<file path="src/rtl/core/bsrm_pkg.sv">
package bsrm_pkg;

    // table geometry
    localparam int ENTRIES    = 8;
    localparam int PAGE_SHIFT = 12;
    localparam int MAX_PAGES  = 128;

    // port field widths
    localparam int CMD_W    = 3;
    localparam int OWNER_W  = 6;
    localparam int ADDR_W   = 32;
    localparam int PAGE_W   = 20;
    localparam int INDEX_W  = 4;
    localparam int COUNT_W  = 8;
    localparam int FOUND_W  = 3;
    localparam int OFFSET_W = 7;

    // derived widths
    localparam int IDX_W    = (ENTRIES > 1) ? $clog2(ENTRIES) : 1;
    localparam int VPAGE_W  = ADDR_W - PAGE_SHIFT;
    localparam int PROBE_W  = (VPAGE_W > PAGE_W) ? VPAGE_W : PAGE_W;
    localparam int CMP_W    = PROBE_W + 1;

    localparam logic [INDEX_W:0]   ENTRIES_C   = (INDEX_W + 1)'(ENTRIES);
    localparam logic [IDX_W-1:0]   LAST_IDX    = IDX_W'(ENTRIES - 1);
    localparam logic [COUNT_W-1:0] MAX_PAGES_C = COUNT_W'(MAX_PAGES);

    // command codes
    localparam logic [CMD_W-1:0] CMD_GET_FREE = 3'd0;
    localparam logic [CMD_W-1:0] CMD_FREE     = 3'd1;
    localparam logic [CMD_W-1:0] CMD_LOOKUP   = 3'd2;
    localparam logic [CMD_W-1:0] CMD_MAP      = 3'd3;
    localparam logic [CMD_W-1:0] CMD_UNMAP    = 3'd4;

    typedef struct packed {
        logic               mapped;
        logic [OWNER_W-1:0] owner;
        logic [PAGE_W-1:0]  base_page;
        logic [COUNT_W-1:0] page_count;
    } entry_t;

    // controller -> datapath
    typedef struct packed {
        logic capture;
        logic scan_step;
        logic exec;
    } dp_cmd_t;

    // datapath -> controller
    typedef struct packed {
        logic needs_scan;
        logic scan_hit;
        logic scan_last;
    } dp_stat_t;

    typedef enum logic [2:0] {
        S_IDLE = 3'b001,
        S_SCAN = 3'b010,
        S_EXEC = 3'b100
    } state_t;

endpackage

</file>
<file path="src/rtl/core/bsrm_ctrl.sv">
module bsrm_ctrl (
    input  logic               clk,
    input  logic               rst_n,
    input  logic               in_valid,
    output logic               in_ready,
    output logic               out_valid,
    input  logic               out_ready,
    input  bsrm_pkg::dp_stat_t stat,
    output bsrm_pkg::dp_cmd_t  cmd
);

    bsrm_pkg::state_t state_reg;
    bsrm_pkg::state_t state_next;
    logic             out_valid_reg;
    logic             out_valid_next;
    logic             out_free;

    assign out_free  = !out_valid_reg || out_ready;
    assign in_ready  = (state_reg == bsrm_pkg::S_IDLE);
    assign out_valid = out_valid_reg;

    always_comb
    begin
        state_next    = state_reg;
        cmd.capture   = 1'b0;
        cmd.scan_step = 1'b0;
        cmd.exec      = 1'b0;
        case (state_reg)
            bsrm_pkg::S_IDLE:
            begin
                if (in_valid)
                begin
                    cmd.capture = 1'b1;
                    state_next  = stat.needs_scan ? bsrm_pkg::S_SCAN : bsrm_pkg::S_EXEC;
                end
            end
            bsrm_pkg::S_SCAN:
            begin
                cmd.scan_step = 1'b1;
                if (stat.scan_hit || stat.scan_last)
                begin
                    state_next = bsrm_pkg::S_EXEC;
                end
            end
            bsrm_pkg::S_EXEC:
            begin
                // wait for the previous result to drain before committing
                if (out_free)
                begin
                    cmd.exec   = 1'b1;
                    state_next = bsrm_pkg::S_IDLE;
                end
            end
            default:
            begin
                state_next = bsrm_pkg::S_IDLE;
            end
        endcase
    end

    always_comb
    begin
        if (cmd.exec)
        begin
            out_valid_next = 1'b1;
        end
        else if (out_ready)
        begin
            out_valid_next = 1'b0;
        end
        else
        begin
            out_valid_next = out_valid_reg;
        end
    end

    always_ff @(posedge clk or negedge rst_n)
    begin
        if (!rst_n)
        begin
            state_reg     <= bsrm_pkg::S_IDLE;
            out_valid_reg <= 1'b0;
        end
        else
        begin
            state_reg     <= state_next;
            out_valid_reg <= out_valid_next;
        end
    end

endmodule

</file>
<file path="src/rtl/core/bsrm_datapath.sv">
module bsrm_datapath (
    input  logic                                clk,
    input  logic                                rst_n,
    input  bsrm_pkg::dp_cmd_t                   cmd,
    output bsrm_pkg::dp_stat_t                  stat,
    input  logic [bsrm_pkg::CMD_W-1:0]          command,
    input  logic [bsrm_pkg::OWNER_W-1:0]        owner_id,
    input  logic [bsrm_pkg::ADDR_W-1:0]         virtual_address,
    input  logic [bsrm_pkg::PAGE_W-1:0]         page_number,
    input  logic [bsrm_pkg::INDEX_W-1:0]        entry_index,
    input  logic [bsrm_pkg::COUNT_W-1:0]        page_count,
    input  logic                                unmap_any_page,
    output logic                                status,
    output logic [bsrm_pkg::FOUND_W-1:0]        found_index,
    output logic [bsrm_pkg::OFFSET_W-1:0]       page_offset
);

    bsrm_pkg::entry_t entry_reg [bsrm_pkg::ENTRIES];

    // captured command
    logic [bsrm_pkg::CMD_W-1:0]    cmd_reg;
    logic [bsrm_pkg::OWNER_W-1:0]  owner_reg;
    logic [bsrm_pkg::PROBE_W-1:0]  probe_reg;
    logic [bsrm_pkg::INDEX_W-1:0]  idx_reg;
    logic [bsrm_pkg::COUNT_W-1:0]  count_reg;
    logic                          any_reg;

    // scan state
    logic [bsrm_pkg::IDX_W-1:0]    scan_idx_reg;
    logic                          hit_reg;
    logic [bsrm_pkg::IDX_W-1:0]    hit_idx_reg;
    logic [bsrm_pkg::OFFSET_W-1:0] hit_offset_reg;
    logic                          base_match_reg;

    // result registers
    logic                          status_reg;
    logic [bsrm_pkg::FOUND_W-1:0]  found_reg;
    logic [bsrm_pkg::OFFSET_W-1:0] offset_reg;

    logic [bsrm_pkg::PROBE_W-1:0]  probe_in;
    logic [bsrm_pkg::IDX_W-1:0]    rd_addr;
    bsrm_pkg::entry_t              rd_entry;
    logic [bsrm_pkg::CMP_W-1:0]    probe_ext;
    logic [bsrm_pkg::CMP_W-1:0]    base_ext;
    logic [bsrm_pkg::CMP_W-1:0]    end_ext;
    logic [bsrm_pkg::CMP_W-1:0]    diff;
    logic                          covers;
    logic                          cur_hit;
    logic                          idx_in_range;

    logic                          res_status;
    logic [bsrm_pkg::FOUND_W-1:0]  res_found;
    logic [bsrm_pkg::OFFSET_W-1:0] res_offset;
    logic                          wr_en;
    logic [bsrm_pkg::IDX_W-1:0]    wr_addr;
    bsrm_pkg::entry_t              wr_data;

    always_comb
    begin
        if (command == bsrm_pkg::CMD_LOOKUP)
        begin
            probe_in = bsrm_pkg::PROBE_W'(virtual_address >> bsrm_pkg::PAGE_SHIFT);
        end
        else
        begin
            probe_in = bsrm_pkg::PROBE_W'(page_number);
        end
    end

    assign stat.needs_scan = (command == bsrm_pkg::CMD_GET_FREE) ||
                             (command == bsrm_pkg::CMD_LOOKUP) ||
                             (command == bsrm_pkg::CMD_UNMAP);

    assign rd_addr  = cmd.scan_step ? scan_idx_reg : idx_reg[bsrm_pkg::IDX_W-1:0];
    assign rd_entry = entry_reg[rd_addr];

    // range test without wrap
    assign probe_ext = bsrm_pkg::CMP_W'(probe_reg);
    assign base_ext  = bsrm_pkg::CMP_W'(rd_entry.base_page);
    assign end_ext   = base_ext + bsrm_pkg::CMP_W'(rd_entry.page_count);
    assign diff      = probe_ext - base_ext;
    assign covers    = rd_entry.mapped && (rd_entry.owner == owner_reg) &&
                       (probe_ext >= base_ext) && (probe_ext < end_ext);

    always_comb
    begin
        if (cmd_reg == bsrm_pkg::CMD_GET_FREE)
        begin
            cur_hit = !rd_entry.mapped;
        end
        else
        begin
            cur_hit = covers;
        end
    end

    assign stat.scan_hit  = cur_hit;
    assign stat.scan_last = (scan_idx_reg == bsrm_pkg::LAST_IDX);

    assign idx_in_range = ({1'b0, idx_reg} < bsrm_pkg::ENTRIES_C);

    always_comb
    begin
        res_status = 1'b1;
        res_found  = '0;
        res_offset = '0;
        wr_en      = 1'b0;
        wr_addr    = idx_reg[bsrm_pkg::IDX_W-1:0];
        wr_data    = '0;
        case (cmd_reg)
            bsrm_pkg::CMD_GET_FREE:
            begin
                if (hit_reg)
                begin
                    res_status = 1'b0;
                    res_found  = bsrm_pkg::FOUND_W'(hit_idx_reg);
                end
            end
            bsrm_pkg::CMD_FREE:
            begin
                if (idx_in_range)
                begin
                    res_status = 1'b0;
                    wr_en      = 1'b1;
                end
            end
            bsrm_pkg::CMD_LOOKUP:
            begin
                if (hit_reg)
                begin
                    res_status = 1'b0;
                    res_found  = bsrm_pkg::FOUND_W'(hit_idx_reg);
                    res_offset = hit_offset_reg;
                end
            end
            bsrm_pkg::CMD_MAP:
            begin
                if (idx_in_range && (count_reg != '0) && (count_reg <= bsrm_pkg::MAX_PAGES_C) &&
                    !((rd_entry.page_count != '0) && (count_reg > rd_entry.page_count)) &&
                    !(rd_entry.mapped && (rd_entry.owner != owner_reg)))
                begin
                    res_status         = 1'b0;
                    wr_en              = 1'b1;
                    wr_data.mapped     = 1'b1;
                    wr_data.owner      = owner_reg;
                    wr_data.base_page  = bsrm_pkg::PAGE_W'(probe_reg);
                    wr_data.page_count = count_reg;
                end
            end
            bsrm_pkg::CMD_UNMAP:
            begin
                wr_addr = hit_idx_reg;
                if (hit_reg && (base_match_reg || any_reg))
                begin
                    res_status = 1'b0;
                    wr_en      = 1'b1;
                end
            end
            default:
            begin
                res_status = 1'b1;
            end
        endcase
    end

    always_ff @(posedge clk)
    begin
        if (cmd.capture)
        begin
            cmd_reg   <= command;
            owner_reg <= owner_id;
            probe_reg <= probe_in;
            idx_reg   <= entry_index;
            count_reg <= page_count;
            any_reg   <= unmap_any_page;
        end
        if (cmd.scan_step && cur_hit)
        begin
            hit_idx_reg    <= scan_idx_reg;
            hit_offset_reg <= bsrm_pkg::OFFSET_W'(diff);
            base_match_reg <= (probe_reg == bsrm_pkg::PROBE_W'(rd_entry.base_page));
        end
        if (cmd.exec)
        begin
            status_reg <= res_status;
            found_reg  <= res_found;
            offset_reg <= res_offset;
        end
    end

    always_ff @(posedge clk or negedge rst_n)
    begin
        if (!rst_n)
        begin
            scan_idx_reg <= '0;
            hit_reg      <= 1'b0;
        end
        else if (cmd.capture)
        begin
            scan_idx_reg <= '0;
            hit_reg      <= 1'b0;
        end
        else if (cmd.scan_step)
        begin
            scan_idx_reg <= scan_idx_reg + 1'b1;
            if (cur_hit)
            begin
                hit_reg <= 1'b1;
            end
        end
    end

    always_ff @(posedge clk or negedge rst_n)
    begin
        if (!rst_n)
        begin
            for (int i = 0; i < bsrm_pkg::ENTRIES; i++)
            begin
                entry_reg[i] <= '0;
            end
        end
        else
        begin
            for (int i = 0; i < bsrm_pkg::ENTRIES; i++)
            begin
                if (cmd.exec && wr_en && (wr_addr == bsrm_pkg::IDX_W'(i)))
                begin
                    entry_reg[i] <= wr_data;
                end
            end
        end
    end

    assign status      = status_reg;
    assign found_index = found_reg;
    assign page_offset = offset_reg;

endmodule

</file>
<file path="src/rtl/core/backing_store_range_map.sv">
// Free entry and map go from capture straight to the commit state; get free, lookup and
// unmap first scan the table one entry per cycle, stopping at the first hit or the last entry.
// One command at a time: in_ready is high only while idle, and a waiting result holds the commit;
// the per-entry scan over ENTRIES (8) bounds how long a scanning command runs.
// A new command may be accepted while the previous result waits in the output register.
// Reset (rst_n, async, active low) clears the table to unmapped and drops all valids.
module backing_store_range_map (
    input  logic                                clk,
    input  logic                                rst_n,
    input  logic                                in_valid,
    output logic                                in_ready,
    input  logic [bsrm_pkg::CMD_W-1:0]          command,
    input  logic [bsrm_pkg::OWNER_W-1:0]        owner_id,
    input  logic [bsrm_pkg::ADDR_W-1:0]         virtual_address,
    input  logic [bsrm_pkg::PAGE_W-1:0]         page_number,
    input  logic [bsrm_pkg::INDEX_W-1:0]        entry_index,
    input  logic [bsrm_pkg::COUNT_W-1:0]        page_count,
    input  logic                                unmap_any_page,
    output logic                                out_valid,
    input  logic                                out_ready,
    output logic                                status,
    output logic [bsrm_pkg::FOUND_W-1:0]        found_index,
    output logic [bsrm_pkg::OFFSET_W-1:0]       page_offset
);

    bsrm_pkg::dp_cmd_t  dp_cmd;
    bsrm_pkg::dp_stat_t dp_stat;

    bsrm_ctrl u_ctrl (
        .clk       (clk),
        .rst_n     (rst_n),
        .in_valid  (in_valid),
        .in_ready  (in_ready),
        .out_valid (out_valid),
        .out_ready (out_ready),
        .stat      (dp_stat),
        .cmd       (dp_cmd)
    );

    bsrm_datapath u_datapath (
        .clk             (clk),
        .rst_n           (rst_n),
        .cmd             (dp_cmd),
        .stat            (dp_stat),
        .command         (command),
        .owner_id        (owner_id),
        .virtual_address (virtual_address),
        .page_number     (page_number),
        .entry_index     (entry_index),
        .page_count      (page_count),
        .unmap_any_page  (unmap_any_page),
        .status          (status),
        .found_index     (found_index),
        .page_offset     (page_offset)
    );

endmodule

</file>
<file path="config.mk">
export PLATFORM = sky130hd
export DESIGN_NAME = backing_store_range_map
export DESIGN_NICKNAME = d
export VERILOG_FILES = /design/src/rtl/core/bsrm_pkg.sv /design/src/rtl/core/bsrm_ctrl.sv /design/src/rtl/core/bsrm_datapath.sv /design/src/rtl/core/backing_store_range_map.sv
export SDC_FILE = /design/constraint.sdc
export NUM_CORES = 1
export LEC_CHECK = 0
export BUFFER_PORTS_ARGS = -buffer_cell sky130_fd_sc_hd__buf_2
export CORE_UTILIZATION = 50
export CTS_CLUSTER_DIAMETER = 30
export DETAILED_ROUTE_END_ITERATION = 10
export GPL_ROUTABILITY_DRIVEN = 1
export PLACE_DENSITY_LB_ADDON = 0.1
export SLEW_MARGIN = 20
export SYNTH_ARGS = -nofsm -noshare
export SYNTH_HDL_FRONTEND = slang
export SYNTH_SLANG_ARGS = --single-unit
</file>
<file path="constraint.sdc">
create_clock -name clk -period 6.8 [get_ports clk]
set_input_delay 1.02 -clock clk [delete_from_list [all_inputs] [get_ports clk]]
set_output_delay 1.02 -clock clk [all_outputs]
set_load 0.02 [all_outputs]
</file>
==> impl_metrics.toml <==
[run_status]
status = "finished clean"

[critical_path]
arrival_ns = 6.74
required_ns = 7.10
start_kind = "flop"
worstSetupEndpointType = "flop"
r2r_cells = 29
slowest_stage = "or3b_4"
reg2reg_slack_ns = 0.36
slowest_delay_ns = 0.52
r2r-start = "u_ctrl.state_reg[1]"
critPathMaxFanout = 11
reg2reg_to = "u_datapath.hit_offset_reg[6]"
crit_type = "flop to flop"

[layout]
fin_cells = 2584
fillers = 3158
largest_reg_flops = 280
drive_gt1_share_pct = 16.5
postLayoutCoreUtil_pct = 61.5
antenna_cells = 0
area_growth_pct = 21.3
fin_nets = 2137

[timing]
setup_slack_ns = 0.364
relSlewSlack_pct = 24.9
skew_ns = 0.0172
hold_viol_final = 0
post-route-period-util_pct = 94.7
slew_violations = 0
setup_viol = 0
max_freq_mhz = 155
worstMarginPinSlew_ns = 1.12
fin_crit_ns = 6.44
rsz0062_at_grt = "false"
tns_ns = 0

[drt]
routed_wl_um = 57000
vias = 14841
final_antenna_net_count = 0
drc = 0
drt_first_iter_violations = 1057
dr.pass1.iters = 5
via_per_inst = 5.74
routedWlPerCell_um = 22.0

[place]
dp_hpwl_um = 34700
io_buffers = 78
routabilityCongestion = 0.877
dp_cells = 2418
preCtsSetupSlack_ns = 0.0267

[pwr]
finalPower_w = 0.00830
powerDensity_nw_per_um2 = 359
p_leak_nw = 12.0
ir_worst_vdd_uv = 215

[floorplan]
rows = 71
die_x_um = 197
die_h_um = 197
io_pins = 91
coreArea_um2 = 37600
fp.dieArea_um2 = 38900
initial_core_util_pct = 50.7

[synth]
yosysMostFrequentCell = "nand2_1"
synth_cells = 1881
synth_nets = 2018
yosys_warnings = 0
synth_edf_count = 64
yosysSeqAreaShare_pct = 47.9
synth_top_cell_area_share_pct = 37.7
synthTopCellsByArea = "dfrtp_1 (38%), mux2i_1 (17%), edfxtp_1 (10%)"
synth_area_um2 = 19100
synth.top_cells.by_count = "nand2_1 (509), mux2i_1 (332), dfrtp_1 (287)"
synth_cell_types = 64
synth_top_cell_by_area = "dfrtp_1"
ys_ff_latch = 352
syn-mean-instance-area_um2 = 10.1
synthFlopType = "dfrtp_1"
async_reset_ff_share_pct = 81.8

[hold_path]
holdCritPathClass = "input pin to async pin"

[global_route]
grt_max_degree = 176
grt.overflow.total = 0
grt.total_usage_pct = 30.1
antenna_found_initial = 0
grt_first_pass_wirelength_um = 88100
grt_pass1_vias = 14932

[clock_network]
htree_levels = 3
clockBufferDepth = 3
root_buffer = "clkbuf_16"
tritoncts = "done"
clock-sinks = 352
cts_buffers = 88
clkTransAtPathRegs_ns = 0.04
postCtsHoldBufs = 0
clk_latency_ns = 0.60

[job]
max-cap-violations = 0
[power breakdown]
group / total, W / switching [W] / internal (W)
registers: 0.00239 / 0.000106 / 0.00228
clock network: 0.00424 / 0.00126 / 0.00298
logic: 0.00167 / 0.00108 / 0.000587
[metal layers]
metal	track usage, %	wire length (µm)
met2	47.5	26400
met1	40.4	25000
met3	6.28	3700
met5	0	0
met4	12.2	1840
[worst max-delay path: cells and delay by family (launching register included)]
kind	cells	cell delay, ns
buffers and inverters	4	0.58
xor gates and xnor gates	1	0.17
AOI/OAI and AO/OA	13	2.64
DFF	1	0.43
and+or+nand+nor	8	1.45
adders and majority gates	3	0.86
[layout make-up]
cell class / instances / area (µm²) / area share, %
inverters: 72 / 270 / 1.17
clock buffers: 127 / 2570 / 11.1
repair buffers: 141 / 948 / 4.10
clock inverters: 36 / 475 / 2.06
flip-flops and latches: 352 / 9130 / 39.5
well taps: 511 / 639 / 2.76
multi-input cells: 1345 / 9090 / 39.3
[logic make-up (layout without fill, tap and decap cells)]
group / after synthesis / count (layout) / synth area share, %
XOR/XNOR: 28 / 28 / 1.29
adder cells (fa/ha/maj): 59 / 59 / 3.95
flip-flops: 352 / 352 / 47.9
AND/OR/NAND/NOR: 724 / 724 / 16.4
buffers and inverters: 184 / 376 / 4.89
multiplexers: 358 / 358 / 19.2
AO/OA/AOI/OAI: 176 / 176 / 6.39
[metrics by stage]
stage	hold slack (ns)	instance area [µm²]
detailed placement	0.463	20000
global route	0.511	23100
CTS	0.475	23100
global placement	0.458	20000
finish	0.408	23100
floorplan	0.445	19100
[timing repair]
item	CTS	global route
buffers inserted	0	3
pin swaps	1	2
resized for setup	0	5
setup endpoints to repair	7	11
[how the worst max path moves through the flow]
stage                                        end  cells after the start  slack [ns]           startpoint
floorplan              u_datapath.base_match_reg                     34        0.06  u_ctrl.state_reg[0]
global placement    u_datapath.hit_offset_reg[5]                     26         0.1  u_ctrl.state_reg[0]
detailed placement  u_datapath.hit_offset_reg[0]                     26        0.03  u_ctrl.state_reg[0]
CTS                 u_datapath.hit_offset_reg[6]                     26        0.01  u_ctrl.state_reg[0]
global route           u_datapath.hit_idx_reg[0]                     26        0.04  u_ctrl.state_reg[1]
finish              u_datapath.hit_offset_reg[6]                     29        0.36  u_ctrl.state_reg[1]
[cell usage in the layout (no fill, tap or decap), types with 7 or more instances in the layout]
cell type / Yosys / routed
nor3_1: 16 / 16
nor4_1: 12 / 12
a21oi_1: 33 / 31
a32oi_1: 10 / 10
mux2_2: 22 / 22
nand4_1: 21 / 21
buf_2: 19 / 77
dfrtp_1: 287 / 287
a21o_1: 24 / 22
and2_1: 7 / 7
nand2_1: 509 / 507
xnor2_1: 17 / 17
clkbuf_1: 52 / 19
and3_1: 32 / 31
clkinv_2: 0 / 13
clkbuf_8: 0 / 18
nand3_1: 38 / 38
nor2_1: 48 / 48
buf_4: 4 / 57
clkbuf_16: 0 / 90
xor2_1: 11 / 11
a311oi_1: 13 / 13
o21ai_0: 26 / 25
mux2i_1: 332 / 331
a31oi_1: 15 / 15
nor2b_1: 9 / 9
clkinv_1: 12 / 13
edfxtp_1: 64 / 64
a211oi_1: 20 / 20
ha_1: 57 / 57
inv_1: 60 / 60
bufinv_16: 0 / 10
Power figures use the tool's default switching activity.
